### src/rtl/assert_macros.svh
// assertion macros shared by the rtl
`ifndef ASSERT_MACROS_SVH
`define ASSERT_MACROS_SVH

// antecedent implies consequent in the same cycle
`define ASSERT_IMPL(label, ante, cons, msg) \
  label: assert property (@(posedge clk_i) disable iff (!rst_ni) (ante) |-> (cons)) \
    else $error(msg);

// antecedent implies consequent in the next cycle
`define ASSERT_NEXT(label, ante, cons, msg) \
  label: assert property (@(posedge clk_i) disable iff (!rst_ni) (ante) |=> (cons)) \
    else $error(msg);

// expression holds on every clock edge
`define ASSERT_ALWAYS(label, expr, msg) \
  label: assert property (@(posedge clk_i) disable iff (!rst_ni) (expr)) \
    else $error(msg);

`endif

### src/rtl/mde_pkg.sv
// types, constants and helpers of the marker delimited text extractor
package mde_pkg;

  localparam int unsigned MarkerMaxDef = 8;
  localparam int unsigned LenW         = 4;
  localparam int unsigned MarkerW      = 64;
  localparam int unsigned ByteW        = 8;
  localparam int unsigned LineW        = 32;
  localparam int unsigned CfgAddrW     = 5;
  localparam int unsigned CfgDataW     = 64;

  localparam logic [ByteW-1:0] NewlineChar = 8'h0A;

  typedef enum logic [1:0] {
    MODE_NORMAL  = 2'd0,
    MODE_START   = 2'd1,
    MODE_MESSAGE = 2'd2,
    MODE_STOP    = 2'd3
  } scan_mode_e;

  typedef enum logic [1:0] {
    KIND_PLAIN = 2'd0,
    KIND_MSG   = 2'd1,
    KIND_END   = 2'd2
  } out_kind_e;

  typedef enum logic [1:0] {
    REG_START_MARKER = 2'd0,
    REG_START_LENGTH = 2'd1,
    REG_STOP_MARKER  = 2'd2,
    REG_STOP_LENGTH  = 2'd3
  } reg_idx_e;

  typedef enum logic [1:0] {
    ST_IDLE   = 2'd0,
    ST_STEP   = 2'd1,
    ST_REPLAY = 2'd2
  } ctrl_state_e;

  typedef logic [2:0] lane_idx_t;

  typedef struct packed {
    logic [ByteW-1:0] in_byte;
  } in_item_t;

  typedef struct packed {
    logic [1:0]       out_kind;
    logic [ByteW-1:0] out_byte;
    logic [LineW-1:0] message_line;
    logic             last_of_run;
  } out_item_t;

  typedef struct packed {
    logic [MarkerW-1:0] start_marker;
    logic [LenW-1:0]    start_length;
    logic [MarkerW-1:0] stop_marker;
    logic [LenW-1:0]    stop_length;
  } cfg_t;

  // commands from the controller to the datapath
  typedef struct packed {
    logic      load;
    logic      open_match;
    logic      advance;
    logic      begin_msg;
    logic      close_msg;
    logic      rep_clear;
    logic      rep_step;
    logic      rep_done;
    logic      emit;
    out_kind_e emit_kind;
    logic      emit_lane;
    logic      emit_last;
  } ctrl_cmd_t;

  // status from the datapath to the controller
  typedef struct packed {
    scan_mode_e mode;
    logic       hit_start0;
    logic       hit_stop0;
    logic       done;
    logic       mism;
    logic       rep_last;
    logic       out_free;
  } dp_status_t;

  function automatic logic [ByteW-1:0] lane_byte(input logic [MarkerW-1:0] marker,
                                                 input lane_idx_t idx);
    return marker[{idx, 3'b000} +: ByteW];
  endfunction

endpackage

### src/rtl/mde_stream_if.sv
// valid/ready stream interfaces for the input bytes and the results
interface mde_in_if;
  import mde_pkg::*;

  logic     valid;
  logic     ready;
  in_item_t payload;

  modport source (output valid, output payload, input ready);
  modport sink (input valid, input payload, output ready);
endinterface

interface mde_out_if;
  import mde_pkg::*;

  logic      valid;
  logic      ready;
  out_item_t payload;

  modport source (output valid, output payload, input ready);
  modport sink (input valid, input payload, output ready);
endinterface

### src/rtl/mde_regs.sv
// apb configuration registers: start and stop markers and their lengths
module mde_regs (
  input  logic                         clk_i,
  input  logic                         rst_ni,
  input  logic                         psel,
  input  logic                         penable,
  input  logic                         pwrite,
  input  logic [mde_pkg::CfgAddrW-1:0] paddr,
  input  logic [mde_pkg::CfgDataW-1:0] pwdata,
  output logic [mde_pkg::CfgDataW-1:0] prdata,
  output logic                         pready,
  output mde_pkg::cfg_t                cfg_o
);
  import mde_pkg::*;

  cfg_t     cfg_q;
  logic     wr_en;
  reg_idx_e reg_idx;

  assign pready  = 1'b1;
  assign wr_en   = psel && penable && pwrite;
  assign reg_idx = reg_idx_e'(paddr[CfgAddrW-1:3]);
  assign cfg_o   = cfg_q;

  always_ff @(posedge clk_i or negedge rst_ni) begin
    if (!rst_ni) begin
      cfg_q.start_marker <= '0;
      cfg_q.start_length <= LenW'(1);
      cfg_q.stop_marker  <= '0;
      cfg_q.stop_length  <= LenW'(1);
    end else if (wr_en) begin
      unique case (reg_idx)
        REG_START_MARKER: cfg_q.start_marker <= pwdata[MarkerW-1:0];
        REG_START_LENGTH: cfg_q.start_length <= pwdata[LenW-1:0];
        REG_STOP_MARKER:  cfg_q.stop_marker  <= pwdata[MarkerW-1:0];
        REG_STOP_LENGTH:  cfg_q.stop_length  <= pwdata[LenW-1:0];
        default: ;
      endcase
    end
  end

  always_comb begin
    unique case (reg_idx)
      REG_START_MARKER: prdata = CfgDataW'(cfg_q.start_marker);
      REG_START_LENGTH: prdata = CfgDataW'(cfg_q.start_length);
      REG_STOP_MARKER:  prdata = CfgDataW'(cfg_q.stop_marker);
      REG_STOP_LENGTH:  prdata = CfgDataW'(cfg_q.stop_length);
      default:          prdata = '0;
    endcase
  end

endmodule

### src/rtl/mde_ctrl.sv
// controller state machine that sequences the steps and results of one byte
module mde_ctrl (
  input  logic                clk_i,
  input  logic                rst_ni,
  input  logic                in_valid_i,
  output logic                in_ready_o,
  input  mde_pkg::dp_status_t status_i,
  output mde_pkg::ctrl_cmd_t  cmd_o
);
  import mde_pkg::*;

  ctrl_state_e state_q, state_d;
  logic        hit_own;
  logic        text_side;

  // text side modes compare against the start marker, message side against the stop marker
  assign text_side = (status_i.mode == MODE_NORMAL) || (status_i.mode == MODE_START);
  assign hit_own   = text_side ? status_i.hit_start0 : status_i.hit_stop0;

  always_ff @(posedge clk_i or negedge rst_ni) begin
    if (!rst_ni) begin
      state_q <= ST_IDLE;
    end else begin
      state_q <= state_d;
    end
  end

  always_comb begin
    state_d = state_q;
    unique case (state_q)
      ST_IDLE: begin
        if (in_valid_i) state_d = ST_STEP;
      end
      ST_STEP: begin
        unique case (status_i.mode) inside
          MODE_NORMAL, MODE_MESSAGE: begin
            if (hit_own || status_i.out_free) state_d = ST_IDLE;
          end
          MODE_START, MODE_STOP: begin
            if (status_i.done) begin
              state_d = ST_STEP;
            end else if (status_i.mism) begin
              state_d = ST_REPLAY;
            end else begin
              state_d = ST_IDLE;
            end
          end
          default: state_d = ST_IDLE;
        endcase
      end
      ST_REPLAY: begin
        if (status_i.out_free && status_i.rep_last) state_d = ST_STEP;
      end
      default: state_d = ST_IDLE;
    endcase
  end

  always_comb begin
    cmd_o           = '0;
    cmd_o.emit_kind = KIND_PLAIN;
    in_ready_o      = 1'b0;
    unique case (state_q)
      ST_IDLE: begin
        in_ready_o = 1'b1;
        cmd_o.load = in_valid_i;
      end
      ST_STEP: begin
        unique case (status_i.mode) inside
          MODE_NORMAL, MODE_MESSAGE: begin
            if (hit_own) begin
              cmd_o.open_match = 1'b1;
            end else if (status_i.out_free) begin
              cmd_o.emit      = 1'b1;
              cmd_o.emit_kind = text_side ? KIND_PLAIN : KIND_MSG;
              cmd_o.emit_last = 1'b1;
            end
          end
          MODE_START: begin
            if (status_i.done) begin
              cmd_o.begin_msg = 1'b1;
            end else if (status_i.mism) begin
              cmd_o.rep_clear = 1'b1;
            end else begin
              cmd_o.advance = 1'b1;
            end
          end
          MODE_STOP: begin
            if (status_i.done) begin
              // end result, then the byte is taken again in plain text mode
              if (status_i.out_free) begin
                cmd_o.emit      = 1'b1;
                cmd_o.emit_kind = KIND_END;
                cmd_o.emit_last = status_i.hit_start0;
                cmd_o.close_msg = 1'b1;
              end
            end else if (status_i.mism) begin
              cmd_o.rep_clear = 1'b1;
            end else begin
              cmd_o.advance = 1'b1;
            end
          end
          default: ;
        endcase
      end
      ST_REPLAY: begin
        if (status_i.out_free) begin
          cmd_o.emit      = 1'b1;
          cmd_o.emit_kind = text_side ? KIND_PLAIN : KIND_MSG;
          cmd_o.emit_lane = 1'b1;
          // last only if the reprocessed byte will open a new match
          cmd_o.emit_last = status_i.rep_last && hit_own;
          cmd_o.rep_step  = 1'b1;
          cmd_o.rep_done  = status_i.rep_last;
        end
      end
      default: ;
    endcase
  end

endmodule

### src/rtl/mde_datapath.sv
// scan state, line counter, marker compare and the output register
module mde_datapath #(
  parameter int unsigned MarkerMax = mde_pkg::MarkerMaxDef
) (
  input  logic                      clk_i,
  input  logic                      rst_ni,
  input  mde_pkg::cfg_t             cfg_i,
  input  mde_pkg::ctrl_cmd_t        cmd_i,
  input  logic [mde_pkg::ByteW-1:0] in_byte_i,
  input  logic                      out_ready_i,
  output mde_pkg::dp_status_t       status_o,
  output logic                      out_valid_o,
  output mde_pkg::out_item_t        out_item_o
);
  import mde_pkg::*;

  localparam int unsigned PosW = $clog2(MarkerMax + 1);
  localparam int unsigned IdxW = (MarkerMax > 1) ? $clog2(MarkerMax) : 1;
  localparam logic [LenW-1:0] LenMax = LenW'(MarkerMax);

  scan_mode_e         mode_q, mode_d;
  logic [PosW-1:0]    pos_q, pos_d;
  logic [IdxW-1:0]    idx_q, idx_d;
  logic [LineW-1:0]   line_q, line_d;
  logic [LineW-1:0]   sline_q, sline_d;
  logic [ByteW-1:0]   ch_q;
  logic               out_valid_q;
  out_item_t          out_q, item_d;

  logic               text_side;
  logic [MarkerW-1:0] marker_sel;
  logic [LenW-1:0]    len_raw, len_eff;
  logic               out_free;

  assign text_side  = (mode_q == MODE_NORMAL) || (mode_q == MODE_START);
  assign marker_sel = text_side ? cfg_i.start_marker : cfg_i.stop_marker;
  assign len_raw    = text_side ? cfg_i.start_length : cfg_i.stop_length;
  assign out_free   = !out_valid_q || out_ready_i;

  // lengths outside one to the maximum are clamped
  always_comb begin
    if (len_raw == '0) begin
      len_eff = LenW'(1);
    end else if (len_raw > LenMax) begin
      len_eff = LenMax;
    end else begin
      len_eff = len_raw;
    end
  end

  assign status_o.mode       = mode_q;
  assign status_o.hit_start0 = ch_q == lane_byte(cfg_i.start_marker, lane_idx_t'(0));
  assign status_o.hit_stop0  = ch_q == lane_byte(cfg_i.stop_marker, lane_idx_t'(0));
  assign status_o.done       = LenW'(pos_q) >= len_eff;
  assign status_o.mism       = ch_q != lane_byte(marker_sel, lane_idx_t'(pos_q));
  assign status_o.rep_last   = (PosW'(idx_q) + PosW'(1)) == pos_q;
  assign status_o.out_free   = out_free;

  always_comb begin
    mode_d  = mode_q;
    pos_d   = pos_q;
    idx_d   = idx_q;
    line_d  = line_q;
    sline_d = sline_q;
    // saturating newline count, taken before the byte is processed
    if (cmd_i.load && (in_byte_i == NewlineChar) && (line_q != '1)) begin
      line_d = line_q + LineW'(1);
    end
    if (cmd_i.open_match) begin
      mode_d = text_side ? MODE_START : MODE_STOP;
      pos_d  = PosW'(1);
    end
    if (cmd_i.advance) begin
      pos_d = pos_q + PosW'(1);
    end
    if (cmd_i.begin_msg) begin
      mode_d  = MODE_MESSAGE;
      pos_d   = '0;
      sline_d = line_q;
    end
    if (cmd_i.close_msg) begin
      mode_d = MODE_NORMAL;
      pos_d  = '0;
    end
    if (cmd_i.rep_done) begin
      mode_d = text_side ? MODE_NORMAL : MODE_MESSAGE;
      pos_d  = '0;
    end
    if (cmd_i.rep_clear) begin
      idx_d = '0;
    end
    if (cmd_i.rep_step) begin
      idx_d = idx_q + IdxW'(1);
    end
  end

  always_comb begin
    item_d.out_kind = cmd_i.emit_kind;
    if (cmd_i.emit_kind == KIND_END) begin
      item_d.out_byte = '0;
    end else if (cmd_i.emit_lane) begin
      item_d.out_byte = lane_byte(marker_sel, lane_idx_t'(idx_q));
    end else begin
      item_d.out_byte = ch_q;
    end
    item_d.message_line = (cmd_i.emit_kind == KIND_PLAIN) ? '0 : sline_q;
    item_d.last_of_run  = cmd_i.emit_last;
  end

  always_ff @(posedge clk_i or negedge rst_ni) begin
    if (!rst_ni) begin
      mode_q      <= MODE_NORMAL;
      pos_q       <= '0;
      idx_q       <= '0;
      line_q      <= '0;
      sline_q     <= '0;
      out_valid_q <= 1'b0;
    end else begin
      mode_q  <= mode_d;
      pos_q   <= pos_d;
      idx_q   <= idx_d;
      line_q  <= line_d;
      sline_q <= sline_d;
      if (cmd_i.emit) begin
        out_valid_q <= 1'b1;
      end else if (out_ready_i) begin
        out_valid_q <= 1'b0;
      end
    end
  end

  always_ff @(posedge clk_i) begin
    if (cmd_i.load) begin
      ch_q <= in_byte_i;
    end
    if (cmd_i.emit) begin
      out_q <= item_d;
    end
  end

  assign out_valid_o = out_valid_q;
  assign out_item_o  = out_q;

endmodule

### src/rtl/marker_delimited_text_extractor.sv
// Marker delimited text extractor: splits a byte stream into plain text bytes and
// message bytes found between a start marker and a stop marker (up to MarkerMax bytes
// each, set over the apb port), matched byte by byte without a fallback table. A broken
// start match replays its prefix as plain bytes, a broken stop match replays its prefix
// as message bytes, and a finished message gives an end result with the saturating
// newline count taken when it began. Results leave through a registered output stage,
// one per cycle at most, and the last result of each byte is flagged. The controller
// takes one byte at a time, finishing it before it accepts the next, and waits while
// the output register is full.
`include "assert_macros.svh"

module marker_delimited_text_extractor #(
  parameter int unsigned MarkerMax = mde_pkg::MarkerMaxDef
) (
  input  logic                         clk_i,
  input  logic                         rst_ni,
  mde_in_if.sink                       in_i,
  mde_out_if.source                    out_o,
  input  logic                         psel,
  input  logic                         penable,
  input  logic                         pwrite,
  input  logic [mde_pkg::CfgAddrW-1:0] paddr,
  input  logic [mde_pkg::CfgDataW-1:0] pwdata,
  output logic [mde_pkg::CfgDataW-1:0] prdata,
  output logic                         pready
);
  import mde_pkg::*;

  cfg_t       cfg;
  ctrl_cmd_t  cmd;
  dp_status_t status;
  logic       in_ready;

  assign in_i.ready = in_ready;

  mde_regs u_regs (
    .clk_i   (clk_i),
    .rst_ni  (rst_ni),
    .psel    (psel),
    .penable (penable),
    .pwrite  (pwrite),
    .paddr   (paddr),
    .pwdata  (pwdata),
    .prdata  (prdata),
    .pready  (pready),
    .cfg_o   (cfg)
  );

  mde_ctrl u_ctrl (
    .clk_i      (clk_i),
    .rst_ni     (rst_ni),
    .in_valid_i (in_i.valid),
    .in_ready_o (in_ready),
    .status_i   (status),
    .cmd_o      (cmd)
  );

  mde_datapath #(
    .MarkerMax (MarkerMax)
  ) u_datapath (
    .clk_i       (clk_i),
    .rst_ni      (rst_ni),
    .cfg_i       (cfg),
    .cmd_i       (cmd),
    .in_byte_i   (in_i.payload.in_byte),
    .out_ready_i (out_o.ready),
    .status_o    (status),
    .out_valid_o (out_o.valid),
    .out_item_o  (out_o.payload)
  );

  `ASSERT_IMPL(a_emit_has_room, cmd.emit, status.out_free,
               "result issued while the output register is full")
  `ASSERT_IMPL(a_replay_in_match, cmd.rep_step,
               (status.mode == MODE_START) || (status.mode == MODE_STOP),
               "marker prefix replayed outside a match")
  `ASSERT_ALWAYS(a_mode_cmds_excl,
                 $onehot0({cmd.open_match, cmd.advance, cmd.begin_msg, cmd.close_msg,
                           cmd.rep_done}),
                 "conflicting scan mode updates")
  `ASSERT_NEXT(a_open_enters_match, cmd.open_match,
               (status.mode == MODE_START) || (status.mode == MODE_STOP),
               "marker match not entered after first byte hit")

endmodule
### src/flat_wrapper.sv
// flat-port wrapper written by rule: the top's interface ports become plain ports
module marker_delimited_text_extractor_flat import mde_pkg::*;
#(
  parameter int unsigned MarkerMax = mde_pkg::MarkerMaxDef
)
  (clk_i, rst_ni, psel, penable, pwrite, paddr, pwdata, prdata, pready, in_i_valid, in_i_payload, in_i_ready, out_o_valid, out_o_payload, out_o_ready);
  mde_in_if in_i_i ();
  mde_out_if out_o_i ();
  input  logic clk_i;
  input  logic rst_ni;
  input  logic psel;
  input  logic penable;
  input  logic pwrite;
  input  logic [mde_pkg::CfgAddrW-1:0] paddr;
  input  logic [mde_pkg::CfgDataW-1:0] pwdata;
  output logic [mde_pkg::CfgDataW-1:0] prdata;
  output logic pready;
  input wire logic [$bits(in_i_i.valid)-1:0] in_i_valid;
  input wire logic [$bits(in_i_i.payload)-1:0] in_i_payload;
  output wire logic [$bits(in_i_i.ready)-1:0] in_i_ready;
  output wire logic [$bits(out_o_i.valid)-1:0] out_o_valid;
  output wire logic [$bits(out_o_i.payload)-1:0] out_o_payload;
  input wire logic [$bits(out_o_i.ready)-1:0] out_o_ready;
  assign in_i_i.valid = in_i_valid;
  assign in_i_i.payload = in_i_payload;
  assign in_i_ready = in_i_i.ready;
  assign out_o_valid = out_o_i.valid;
  assign out_o_payload = out_o_i.payload;
  assign out_o_i.ready = out_o_ready;
  marker_delimited_text_extractor #(.MarkerMax(MarkerMax)) u_core (.clk_i(clk_i), .rst_ni(rst_ni), .in_i(in_i_i), .out_o(out_o_i), .psel(psel), .penable(penable), .pwrite(pwrite), .paddr(paddr), .pwdata(pwdata), .prdata(prdata), .pready(pready));
endmodule
### config.mk
export PLATFORM = sky130hd
export DESIGN_NAME = marker_delimited_text_extractor_flat
export DESIGN_NICKNAME = d
export VERILOG_FILES = /design/src/rtl/mde_pkg.sv /design/src/rtl/mde_stream_if.sv /design/src/rtl/mde_regs.sv /design/src/rtl/mde_ctrl.sv /design/src/rtl/mde_datapath.sv /design/src/rtl/marker_delimited_text_extractor.sv /design/src/flat_wrapper.sv
export VERILOG_INCLUDE_DIRS = /design/src /design/src/rtl
export SDC_FILE = /design/constraint.sdc
export NUM_CORES = 1
export LEC_CHECK = 0
export CAP_MARGIN = 20
export CORE_ASPECT_RATIO = 0.8
export CORE_MARGIN = 2
export CORE_UTILIZATION = 64
export DETAILED_ROUTE_END_ITERATION = 10
export DONT_BUFFER_PORTS = 1
export PLACE_DENSITY_LB_ADDON = 0.3
export SLEW_MARGIN = 10
export SYNTH_ARGS = -nofsm -noshare
export SYNTH_HDL_FRONTEND = slang
export SYNTH_HIERARCHICAL = 1
export SYNTH_SLANG_ARGS = --single-unit
### constraint.sdc
create_clock -name clk_i -period 5.3 [get_ports clk_i]
set_input_delay 0.265 -clock clk_i [delete_from_list [all_inputs] [get_ports clk_i]]
set_output_delay 0.265 -clock clk_i [all_outputs]
set_load 0.1 [all_outputs]
**After elaboration in Yosys (flattened, before gate mapping)**

Cells that the tools add are included.

- Shifts and indexed selects: 2
- $lt $le $gt $ge: 2
- Multiplexer cells: 60
- Bitwise logic cells: 0
- Reductions and logical operators: 26
- Divide/modulo/power cells: 0
- Multipliers: 0
- Add/sub/neg operators: 4
- Equality and inequality tests: 18

Operators by type and width:

| cell | number |
|---|---|
| 64-bit one-hot mux with 4 select lines | 1 |
| 64-bit by 7-bit indexed part select with 8-bit output | 2 |
| 64-bit two-way mux | 1 |
| 32-bit by 1-bit adder with 32-bit output (second input constant) | 1 |
| 4-bit two-way mux | 8 |
| 32-bit inequality test (second input constant) | 1 |
| 2-bit two-way mux | 12 |
| 1-bit two-way mux | 23 |
| 3-bit two-way mux | 6 |
| 8-bit == test | 2 |
| 2-bit == test (second input constant) | 6 |
| 3-bit one-hot mux with 2 select lines | 2 |
| 8-bit by 4-bit == test with 1-bit output (second input constant) | 1 |
| 2-bit logical NOT | 4 |
| 8-bit two-way mux | 1 |
| 8-bit inequality test | 1 |
| 2-bit AND reduction | 4 |
| 7-bit two-way mux | 1 |
| 2-bit by 1-bit == test with 1-bit output (second input constant) | 3 |
| 1-bit logical AND | 6 |
| 2-bit one-hot mux with 3 select lines | 1 |
| 5-bit two-way mux | 1 |
| 5-bit nonzero test | 1 |
| 3-bit by 1-bit adder with 4-bit output (second input constant) | 1 |
| other kinds (16) | 22 |

- RAM bits: 0
- Word-level logic and storage cells: 128
- Output and inout bits: 110
- Bits in read-only memories: 0
- Memories kept: 0
- Input port bits: 84
- Register bits after elaboration: 263
- Bits in latches: 0

**Depth between registers and ports, before layout**

Gate-level depths: netlist (run 1).

- Depth in word-level cells: 15
- Gate-level depth with buffers: 19
- Gate-level depth less buffers: 14

**Hierarchy**

The synthesis (run 1) kept the hierarchy.

By module, submodules not included:

| module | cells each | area an instance (um^2) | times used | seq. area each (um^2) |
|---|---|---|---|---|
| mde_datapath | 583 | 7,614.8 | 1 | 3,383.2 |
| mde_regs | 432 | 6,060.8 | 1 | 3,405.8 |
| mde_ctrl | 44 | 339.1 | 1 | 50.0 |

**Worst setup path before layout (run 1)**

No wires, ideal clock.

- Path type: reg2reg
- From: register u_core.u_datapath.mode_q[1]
- To: register u_core.u_datapath.out_q, in the netlist u_core/u_datapath/out_item_o[0] (enable)
- Buffers on the path: 3
- Arrival time: 4.403 ns
- Slack: 0.439 ns
- Library setup time: 0.459 ns
- Stages on the path, launching flop included: 14
- Period minus slack after synthesis: 4.861 ns
- Cell sequence: dfrtp_1 > buf_4 > buf_4 > buf_4 > mux2_2 > nand2_1 > nand2_1 > ha_1 > a21oi_1 > nor2b_1 > o21ai_0 > nand2b_1 > nand4_1 > a21oi_1

RTL lines:

| item | RTL line | RTL |
|---|---|---|
| start, declared | mde_datapath.sv:21 | `scan_mode_e mode_q, mode_d;` |
| start signal, assigned | mde_datapath.sv:119 | `mode_q <= mode_d;` |
| end signal, assigned | mde_datapath.sv:137 | `out_q <= item_d;` |
| end, declared | mde_datapath.sv:28 | `out_item_t out_q, item_d;` |

==> results of run 1 <==
## cell usage in the layout, fill, tap and decap left out, drive strengths merged, types with 2 or more instances in the layout
master	synthesis	routed
nand2b	8	8
mux2i	85	85
nor2	101	101
buf	40	11
nor4	3	3
and4	2	2
dlygate4sd3	0	73
dfstp	2	2
a31oi	4	4
clkbuf	31	37
nand3	15	15
nand3b	2	2
nand4	14	14
xnor2	52	52
a21oi	10	10
nor3	16	16
o22ai	6	6
nor3b	9	9
edfxtp	51	51
a221oi	7	7
mux2	187	187
xor2	22	22
mux4	64	64
or2	3	3
clkinv	0	10
or3	2	2
dfrtp	210	210
and2	2	2
o21ai	8	8
ha	11	11
a21boi	2	2
and3	5	5
nor2b	36	36
nand2	29	29
inv	12	12
## registers in the layout, summed over array words and instances, names as in the netlist
register / count
u_core/u_datapath/line_q: 32
u_core/u_datapath/out_valid_o: 1
u_core/u_datapath/idx_q: 3
u_core/u_datapath/mode_q: 2
u_core/u_datapath/ch_q: 8
u_core/u_datapath/pos_q: 4
u_core/u_datapath/out_item_o: 43
u_core/u_regs/cfg_o: 136
u_core/u_ctrl/state_q: 2
u_core/u_datapath/sline_q: 32
## final timing paths
kind | slack (ps) | cells after the start | start | to
max in group asynchronous | 3850 | 2 | rst_ni | u_core/u_regs/cfg_o[83]
min in group asynchronous | 360 | 2 | rst_ni | u_core/u_regs/cfg_o[62]
max reg2reg | 1230 | 11 | u_core/u_datapath/mode_q[1] | u_core/u_datapath/pos_q[1]
max | 1230 | 11 | u_core/u_datapath/mode_q[1] | u_core/u_datapath/pos_q[1]
min reg2reg | 500 | 1 | u_core/u_datapath/line_q[10] | u_core/u_datapath/line_q[10]
min | 90 | 4 | in_i_payload[5] | u_core/u_datapath/line_q[0]
## Yosys cell counts, types with 8 or more instances
cell,instances
dfrtp_1,210
mux2_2,176
nor2_1,98
mux2i_1,85
mux4_2,64
xnor2_1,52
edfxtp_1,51
nor2b_1,36
clkbuf_1,31
nand2_1,29
xor2_1,22
buf_2,18
buf_4,16
nand3_1,13
inv_1,12
ha_1,11
mux2_1,11
nand4_1,11
a21oi_1,10
nor3_1,10
nand2b_1,8
nor3b_1,8
## logic make-up after synthesis
logic type                 count (synthesis)  synth area share [%]
DFF                                      263                  48.8
AOI/OAI and AO/OA                         42                  1.97
muxes                                    336                  31.4
other                                      1                0.0268
buffers and inverters                     83                  2.87
xor gates and xnor gates                  74                  4.62
adders and majority gates                 11                 0.982
and+or+nand+nor                          249                  9.35
## per-layer routing
layer	share of wire [%]	vias to the layer above	GRT usage, %
met4	2.0	0	6.22
met3	7.7	50	5.85
met1	44	4598	43.4
li1	-	3933	-
met5	0	-	0
met2	46	365	44.1
## power by group
group | total (mW) | internal [mW] | switching (mW)
clock network | 1.78 | 1.00 | 0.780
logic | 2.45 | 1.02 | 1.43
registers | 3.89 | 2.53 | 1.36
total | 8.13 | 4.56 | 3.57
## metrics by stage
stage,std cells,hold slack [ps],util [%]
floorplan,1059,-30.6,-
global placement,1273,-22.9,66.1
detailed placement,1273,-21.5,66.1
CTS,1395,63.0,73.4
global route,1395,121,73.4
finish,1395,90.1,73.4
## area by class of cell
cell class | instances | area [µm²] | area share [%]
clock inverters | 11 | 90.1 | 0.569
clock buffers | 37 | 723 | 4.57
repair buffers | 84 | 846 | 5.34
well taps | 275 | 344 | 2.17
inverters | 12 | 45.0 | 0.285
flip-flops and latches | 263 | 6840 | 43.2
multi-input cells | 713 | 6940 | 43.8
## worst max-delay path, stage by stage, from the launching register on
cell and delay (ps):
dfrtp_4 1060, buf_4 370, mux4_2 530, mux2i_1 230, xor2_1 170, nand2_1 60, nor3_1 240, o221ai_1 230
nor3_1 690, nor3b_1 120, a21oi_1 160, nor2_1 60
## timing repair
action,in CTS,in global routing
gates resized for setup,0,0
hold buffers,74,0
setup buffers,0,0
endpoints found under the hold margin,356,0
==> impl_metrics.tcl, run 1 <==
set metrics [dict create \
    path_clk_slew_ps 70 \
    yosys-top-cells-area "dfrtp_1 (37%), mux2_2 (14%), edfxtp_1 (11%), mux4_2 (10%), mux2i_1 (6.1%)" \
    nets 1196 \
    drtAntennaViolNets 0 \
    cts.path.max_buffers 3 \
    syn2layout_area_growth_pct 13.0 \
    drt-vias-per-instance 6.41 \
    p_leak_nw 6.44 \
    drtPass1Iterations 5 \
    vias 8946 \
    insertion_delay_ps 530 \
    antenna_found_initial 0 \
    cp.arrival_ps 4480 \
    path_max_fanout 58 \
    place_ws_ps 1280 \
    finalSetupViolCount 0 \
    maxCapViolCount 0 \
    timing_worst_slew_pin_value_ps 1290 \
    ys_warn_count 6 \
    die_w_um 169 \
    grt_first_pass_wirelength_um 51500 \
    drt_wl_total_um 33200 \
    min-delay-path-class "in -> reg" \
    max_clock_freq_mhz 246 \
    synth-edff-count 51 \
    clock-sinks 263 \
    yosys.area.top_type "dfrtp_1" \
    place_congestion 0.842 \
    synth_top_area_share_pct 37.5 \
    finalPower_mw 8.13 \
    dp_hpwl_um 21600 \
    worst_slack_ps 1230 \
    gr-usage-all-layers_pct 28.9 \
    grt_max_degree 213 \
    hold_viol 0 \
    finalCritPeriodShare_pct 76.7 \
    pwr_density_cell_mw_per_mm2 513 \
    path_class "reg -> reg" \
    vdd_drop_max_uv 344 \
    synth-seq-area-share_pct 48.8 \
    period_minus_slack_ps 4070 \
    n_fill_cell 1398 \
    end_kind "flop" \
    numCtsBuffers 27 \
    dieArea_mm2 0.0231 \
    setup_tns_ps 0 \
    ys_seq_elements 263 \
    syn_area_per_cell_um2 13.2 \
    status "finished, final reports clean" \
    io-pin-count 194 \
    async_reset_ff_share_pct 80.6 \
    dpl_cell_area_mm2 0.0143 \
    core-area_mm2 0.0216 \
    cts_tree "yes" \
    rows 48 \
    ys.flop_type "dfrtp_1" \
    cts-root-buf "clkbuf_16" \
    relSlewSlack_pct 14.3 \
    h-tree-depth 1 \
    antenna_cells 0 \
    numPortBuffers 0 \
    final_area_mm2 0.0158 \
    drc 0 \
    syn-instance-count 1059 \
    chipHeight_um 136 \
    critPathLaunchType "flop" \
    drive_gt1_share_pct 33.4 \
    ys_types 55 \
    finalMaxSlewViolations 0 \
    syn_nets 1154 \
    initial_core_util_pct 65.0 \
    avgRoutedWirePerCell_um 23.8 \
    drt_iter0_drc 756 \
    overflow 0 \
    rsz0062_at_grt "no" \
    synth.cell_area_mm2 0.0140 \
    grt_pass1_vias 8919 \
    finalClockSkew_ps 15.8 \
    cp.required_ps 5720 \
]
No activity file was read; power rests on OpenSTA's default activity.
==> inputs of run 2 (changes only) <==
- clock period: 5.3 -> 4.2 ns (I/O delays scaled with it)
==> run 2 against run 1 <==
The run now ends with hold timing left. Global-route usage rose by 0.73 points. Critical path depth rose by 2. Sequential share of layout area fell by 0.17 points. Critical path type unchanged. Non-clock buffer count rose by 4. Clock power rose by 33%. Critical endpoint unchanged. Combinational power rose by 29%. Largest power group unchanged. Wire length rose by 1.0%. Count of clock-buffer cells in the layout fell by 6. Die area did not move.
==> impl_metrics.tcl, run 2 (synthesis results as in run 1) <==
set metrics [dict create \
    drt_wl_total_um 33500 \
    clock-sinks 263 \
    drt_iter0_drc 681 \
    r2r_end "u_core/u_datapath/pos_q[1]" \
    relSlewSlack_pct 21.0 \
    place_ws_ps 910 \
    nets 1200 \
    cts-root-buf "clkbuf_16" \
    hold_buffers 73 \
    drc 0 \
    p_leak_nw 6.46 \
    fin_hold_ws_ps -625 \
    numCtsBuffers 27 \
    final_common_cell "dfrtp_1" \
    cp.arrival_ps 3930 \
    finalSetupViolCount 0 \
    status "finished with violations" \
    path_max_fanout 27 \
    p_int_mw 5.87 \
    hold_viol 212 \
    pwr_density_cell_mw_per_mm2 651 \
    max_clock_freq_mhz 284 \
    dpl_cell_area_mm2 0.0143 \
    avgRoutedWirePerCell_um 23.9 \
    finalCritPeriodShare_pct 83.7 \
    clkPwrFrac_pct 22.8 \
    vdd_drop_max_uv 451 \
    setup_tns_ps 0 \
    overflow 0 \
    initial_core_util_pct 65.0 \
    p_sw_share_pct 43.3 \
    final_area_mm2 0.0159 \
    worst_slack_ps 685 \
    path_class "reg -> reg" \
    insertion_delay_ps 530 \
    dieArea_mm2 0.0231 \
    io-pin-count 194 \
    reg2regPathDepth 13 \
    cts_tree "yes" \
    share_seq_of_total_power_pct 46.7 \
    min-delay-path-class "in -> async" \
    finalMaxSlewViolations 0 \
    violations "hold timing" \
    chipHeight_um 136 \
    cp.required_ps 4620 \
    final_cell_mix "dfrtp_1 (209), mux2_2 (176), mux2i_1 (85)" \
    timing_worst_slew_pin_value_ps 1180 \
    syn2layout_area_growth_pct 13.4 \
    drtAntennaViolNets 0 \
    h-tree-depth 1 \
    period_minus_slack_ps 3520 \
    grt_pass1_vias 8999 \
    drtPass1Iterations 5 \
    grt_max_degree 213 \
    cts.path.max_buffers 3 \
    final_util_pct 73.7 \
    cts-resized-gates 0 \
    n_fill_cell 1374 \
    finalPower_mw 10.3 \
    r2r_setup_slack_ps 680 \
    grt_first_pass_wirelength_um 52600 \
    dp_hpwl_um 22000 \
    p_sw_mw 4.48 \
    critPathLaunchType "flop" \
    largest_reg_flops 136 \
    rows 48 \
    dp.cells 1278 \
    place_congestion 0.840 \
    core-area_mm2 0.0216 \
    gr-usage-all-layers_pct 29.6 \
    drive_gt1_share_pct 33.5 \
    finalClockSkew_ps 9.64 \
    drt-vias-per-instance 6.36 \
    rr_startpoint "u_core/u_datapath/mode_q[1]" \
    path_clk_slew_ps 60 \
    antenna_found_initial 1 \
    maxCapViolCount 0 \
    numPortBuffers 0 \
    end_kind "flop" \
    pwr-share-comb_pct 30.5 \
    final_cell_count_no_fill 1401 \
    vias 8910 \
    rsz0062_at_grt "no" \
    die_w_um 169 \
]
run 2: changes by cell type in the layout (fill, tap and decap cells not counted), sizes merged:
| cell | change |
|---|---|
| clkbuf | -6 |
| buf | +4 |
| bufinv | +2 |
| clkinv | +2 |
| clkinvlp | +2 |
| diode | +1 |
| inv | +1 |
run 2: what timing repair did:
item	in CTS	in global routing
setup endpoints to repair	0	0
buffers inserted	0	0
endpoints found under the hold margin	356	212
run 2: layer usage:
layer | track usage (%) | vias up | wire, µm
li1 | - | 3958 | -
met1 | 43.7 | 4534 | 14800
met2 | 45.2 | 360 | 15400
met3 | 6.11 | 58 | 2540
met4 | 8.17 | 0 | 862
met5 | 0 | - | 0
run 2: cell type report:
type	count	area, µm²	area share, %
diodes	1	2.50	0.0157
clock buffers	31	701	4.41
clock inverters	18	163	1.02
inverters	12	45.0	0.283
multi-input cells	713	6940	43.7
flip-flops and latches	263	6840	43.1
well taps	275	344	2.16
repair buffers	88	856	5.38
run 2: worst max-delay path, stage by stage, from the launching register on:
cell	delay [ps]
dfrtp_4	600
buf_4	460
mux2_2	400
o22ai_1	150
a221oi_1	100
xnor2_1	280
nand4_1	130
nor3_1	220
o221ai_1	210
nor3_1	320
buf_4	220
nor3b_1	70
a21oi_1	190
nor2_1	60
run 2: how the worst max path moves through the flow:
stage / from / end / slack [ps] / depth (start not counted)
after detailed placement: u_core/u_datapath/mode_q[1] / u_core/u_datapath/idx_q[2] / 910 / 12
after global routing: u_core/u_datapath/mode_q[1] / u_core/u_datapath/pos_q[1] / 560 / 13
after CTS: u_core/u_datapath/mode_q[1] / u_core/u_datapath/pos_q[1] / 760 / 13
after global placement: u_core/u_datapath/mode_q[1] / u_core/u_datapath/idx_q[2] / 950 / 10
after floorplan: u_core/u_datapath/mode_q[1] / u_core/u_datapath/out_item_o[0] / 290 / 13
final: u_core/u_datapath/mode_q[1] / u_core/u_datapath/pos_q[1] / 680 / 13
run 2: power by group through the flow:
stage	logic, mW	clock network, mW	registers [mW]
after floorplan	2.68	0	4.60
after global placement	3.01	0	4.82
after detailed placement	3.06	0	4.86
after CTS	3.14	2.40	4.82
after global routing	3.33	2.50	4.91
final	3.16	2.36	4.83
==> inputs of run 3 (changes only) <==
- ABC_AREA: unset -> 1
- CORE_UTILIZATION: 64 -> 58
- clock period: 4.2 -> 3.17 ns (I/O delays scaled with it)
==> run 3 against run 2 <==
The run still ends with hold timing left. Count of clock-buffer cells in the layout up 3. Register-to-register slack worse by 540 ps. Utilization down 5.2 points. Global-route usage rose by 3.6 points. Synthesized cell count up 82%. Worst hold slack worse by 60 ps. Area after synthesis is 1.4% higher. Critical path type unchanged.
==> impl_metrics.tcl, run 3 <==
set metrics [dict create \
    drc 0 \
    ys.flop_type "dfrtp_1" \
    place_ws_ps 128 \
    finalPower_mw 14.4 \
    dp.cells 2240 \
    setup_tns_ps 0 \
    finalSetupViolCount 0 \
    syn_nets 2023 \
    reg2regPathDepth 13 \
    syn2layout_area_growth_pct 16.6 \
    gr-usage-all-layers_pct 33.2 \
    core-area_mm2 0.0242 \
    hold_viol 212 \
    ys_seq_elements 263 \
    cts.path.max_buffers 3 \
    chipHeight_um 144 \
    numCtsBuffers 27 \
    fin_hold_ws_ps -685 \
    cp.arrival_ps 3270 \
    die_w_um 179 \
    post-synth-top-count-cell "nand2_1" \
    drt_iter0_drc 1670 \
    antenna_found_initial 1 \
    synth_common_cells "nand2_1 (918), nand3_1 (259), dfrtp_1 (210)" \
    drtAntennaViolNets 0 \
    place_congestion 0.948 \
    drive_gt1_share_pct 8.53 \
    h-tree-depth 1 \
    period_minus_slack_ps 3030 \
    avgRoutedWirePerCell_um 18.1 \
    final_common_cell "nand2_1" \
    io-pin-count 194 \
    drtPass1Iterations 6 \
    insertion_delay_ps 540 \
    vias 13650 \
    status "finished with violations" \
    yosys-top-cells-area "dfrtp_1 (37%), nand2_1 (24%), edfxtp_1 (11%), nand3_1 (9.1%), inv_1 (2.4%)" \
    maxCapViolCount 0 \
    ys_warn_count 6 \
    drt_wl_total_um 42900 \
    path_max_fanout 15 \
    dieArea_mm2 0.0258 \
    dp_hpwl_um 28200 \
    grt_pass1_vias 12429 \
    rows 51 \
    synth-edff-count 51 \
    finalClockSkew_ps 13.0 \
    grt_max_degree 213 \
    post_cts_buffers 0 \
    synth_top_area_share_pct 37.0 \
    overflow 0 \
    max_clock_freq_mhz 330 \
    synth-seq-area-share_pct 48.1 \
    n_fill_cell 1942 \
    cp.required_ps 3410 \
    min-delay-path-class "in -> async" \
    cts-root-buf "clkbuf_16" \
    largest_reg_flops 136 \
    final_cell_count_no_fill 2371 \
    timing_worst_slew_pin_value_ps 1000 \
    p_leak_nw 8.21 \
    hold_buffers 84 \
    relSlewSlack_pct 33.4 \
    pwr_density_cell_mw_per_mm2 866 \
    vdd_drop_max_uv 528 \
    syn-instance-count 1928 \
    nets 2130 \
    path_class "reg -> reg" \
    worst_slack_ps 142 \
    async_reset_ff_share_pct 80.6 \
    finalCritPeriodShare_pct 95.5 \
    critPathLaunchType "flop" \
    path_clk_slew_ps 60 \
    yosys.area.top_type "dfrtp_1" \
    clock-sinks 263 \
    syn_area_per_cell_um2 7.37 \
    drt-vias-per-instance 5.76 \
    ys_types 43 \
    violations "hold timing" \
    finalMaxSlewViolations 0 \
    final_util_pct 68.5 \
    crit_path_max_incr_delay_ps 440 \
    path_cells "inv_2, or2_2, o21ai_0, inv_1, o21a_1, ha_1, nand4_1, nand3_1, nand3_2, nor2_2, nand2_1, nand2_4, buf_4" \
    numPortBuffers 0 \
    end_kind "flop" \
    cpMaxStageDelayCell "dfrtp_2" \
    cts_tree "yes" \
    grt_first_pass_wirelength_um 67100 \
    synth.cell_area_mm2 0.0142 \
    final_cell_mix "nand2_1 (916), nand3_1 (258), dfrtp_1 (209)" \
    initial_core_util_pct 58.8 \
]
run 3: changes by cell type in the layout (fill, tap and decap cells not counted), moves of 43 or more:
cell and delta:
inv_1 +80, mux4_2 -64, nor2_2 -60, nor2_1 +45, mux2_2 -176, nand3_1 +245
nand2_1 +887, o21ai_0 +43, buf_4 +70, mux2i_1 -85
run 3: layout make-up:
type	count	area, µm²	area share [%]
timing repair buffer	174	1580	9.55
sequential	263	6840	41.3
tap	318	398	2.40
clock inverter	12	113	0.680
inverter	106	398	2.40
clock buffer	34	732	4.42
antenna	1	2.50	0.0151
multi-input combinational	1463	6510	39.3
run 3: stage by stage:
stage / area [µm²] / hold WS, ps
2_1_floorplan: 14200 / -137
3_3_place_gp: 14900 / -127
5_1_grt: 16600 / -701
3_5_place_dp: 14900 / -127
6_report: 16600 / -685
4_1_cts: 16600 / -695
run 3: worst max-delay path, delay by kind of cell, from the launching register on:
family          cells  cell delay (ps)
simple gates        7             1290
flops               1              440
buf+inv             3              390
compound gates      2              290
fa+ha+maj           1              290
run 3: worst paths after layout:
| check | startpoint | endpoint | slack [ps] |
|---|---|---|---|
| worst max register to register | u_core/u_datapath/mode_q[1] | u_core/u_datapath/out_item_o[5] | 140 |
| max in group asynchronous | rst_ni | u_core/u_regs/cfg_o[0] | 3510 |
| min in group clk_i | paddr[4] | u_core/u_regs/cfg_o[71] | 40 |
| worst min-delay path | rst_ni | u_core/u_regs/cfg_o[111] | -680 |
| worst min register to register | u_core/u_regs/cfg_o[96] | u_core/u_regs/cfg_o[96] | 500 |
| worst max-delay path | u_core/u_datapath/mode_q[1] | u_core/u_datapath/out_item_o[5] | 140 |
run 3: power by group:
part / internal (mW) / total, mW / switching [mW]
clock network: 1.78 / 3.11 / 1.33
registers: 4.27 / 6.42 / 2.14
logic: 1.40 / 4.82 / 3.42
run 3: layer usage:
metal | GRT usage (%) | part of all wire [%] | vias to the layer above
li1 | - | - | 6333
met1 | 50.7 | 43 | 6379
met2 | 47.6 | 42 | 844
met3 | 7.28 | 12 | 94
met4 | 9.07 | 2.7 | 0
met5 | 0 | 0 | -
run 3: logic make-up after synthesis:
family / share of synthesized area, %
XOR/XNOR: 2.90
buffers and inverters: 6.36
multiplexers: 0.0704
adder cells (fa/ha/maj): 0.968
flip-flops: 48.1
AO/OA/AOI/OAI: 2.88
AND/OR/NAND/NOR: 38.7
other: 0.0264
run 3: timing repair:
item / in CTS / in global routing
setup endpoints to repair: 0 / 44
gates resized for setup: 0 / 5
endpoints found under the hold margin: 359 / 212
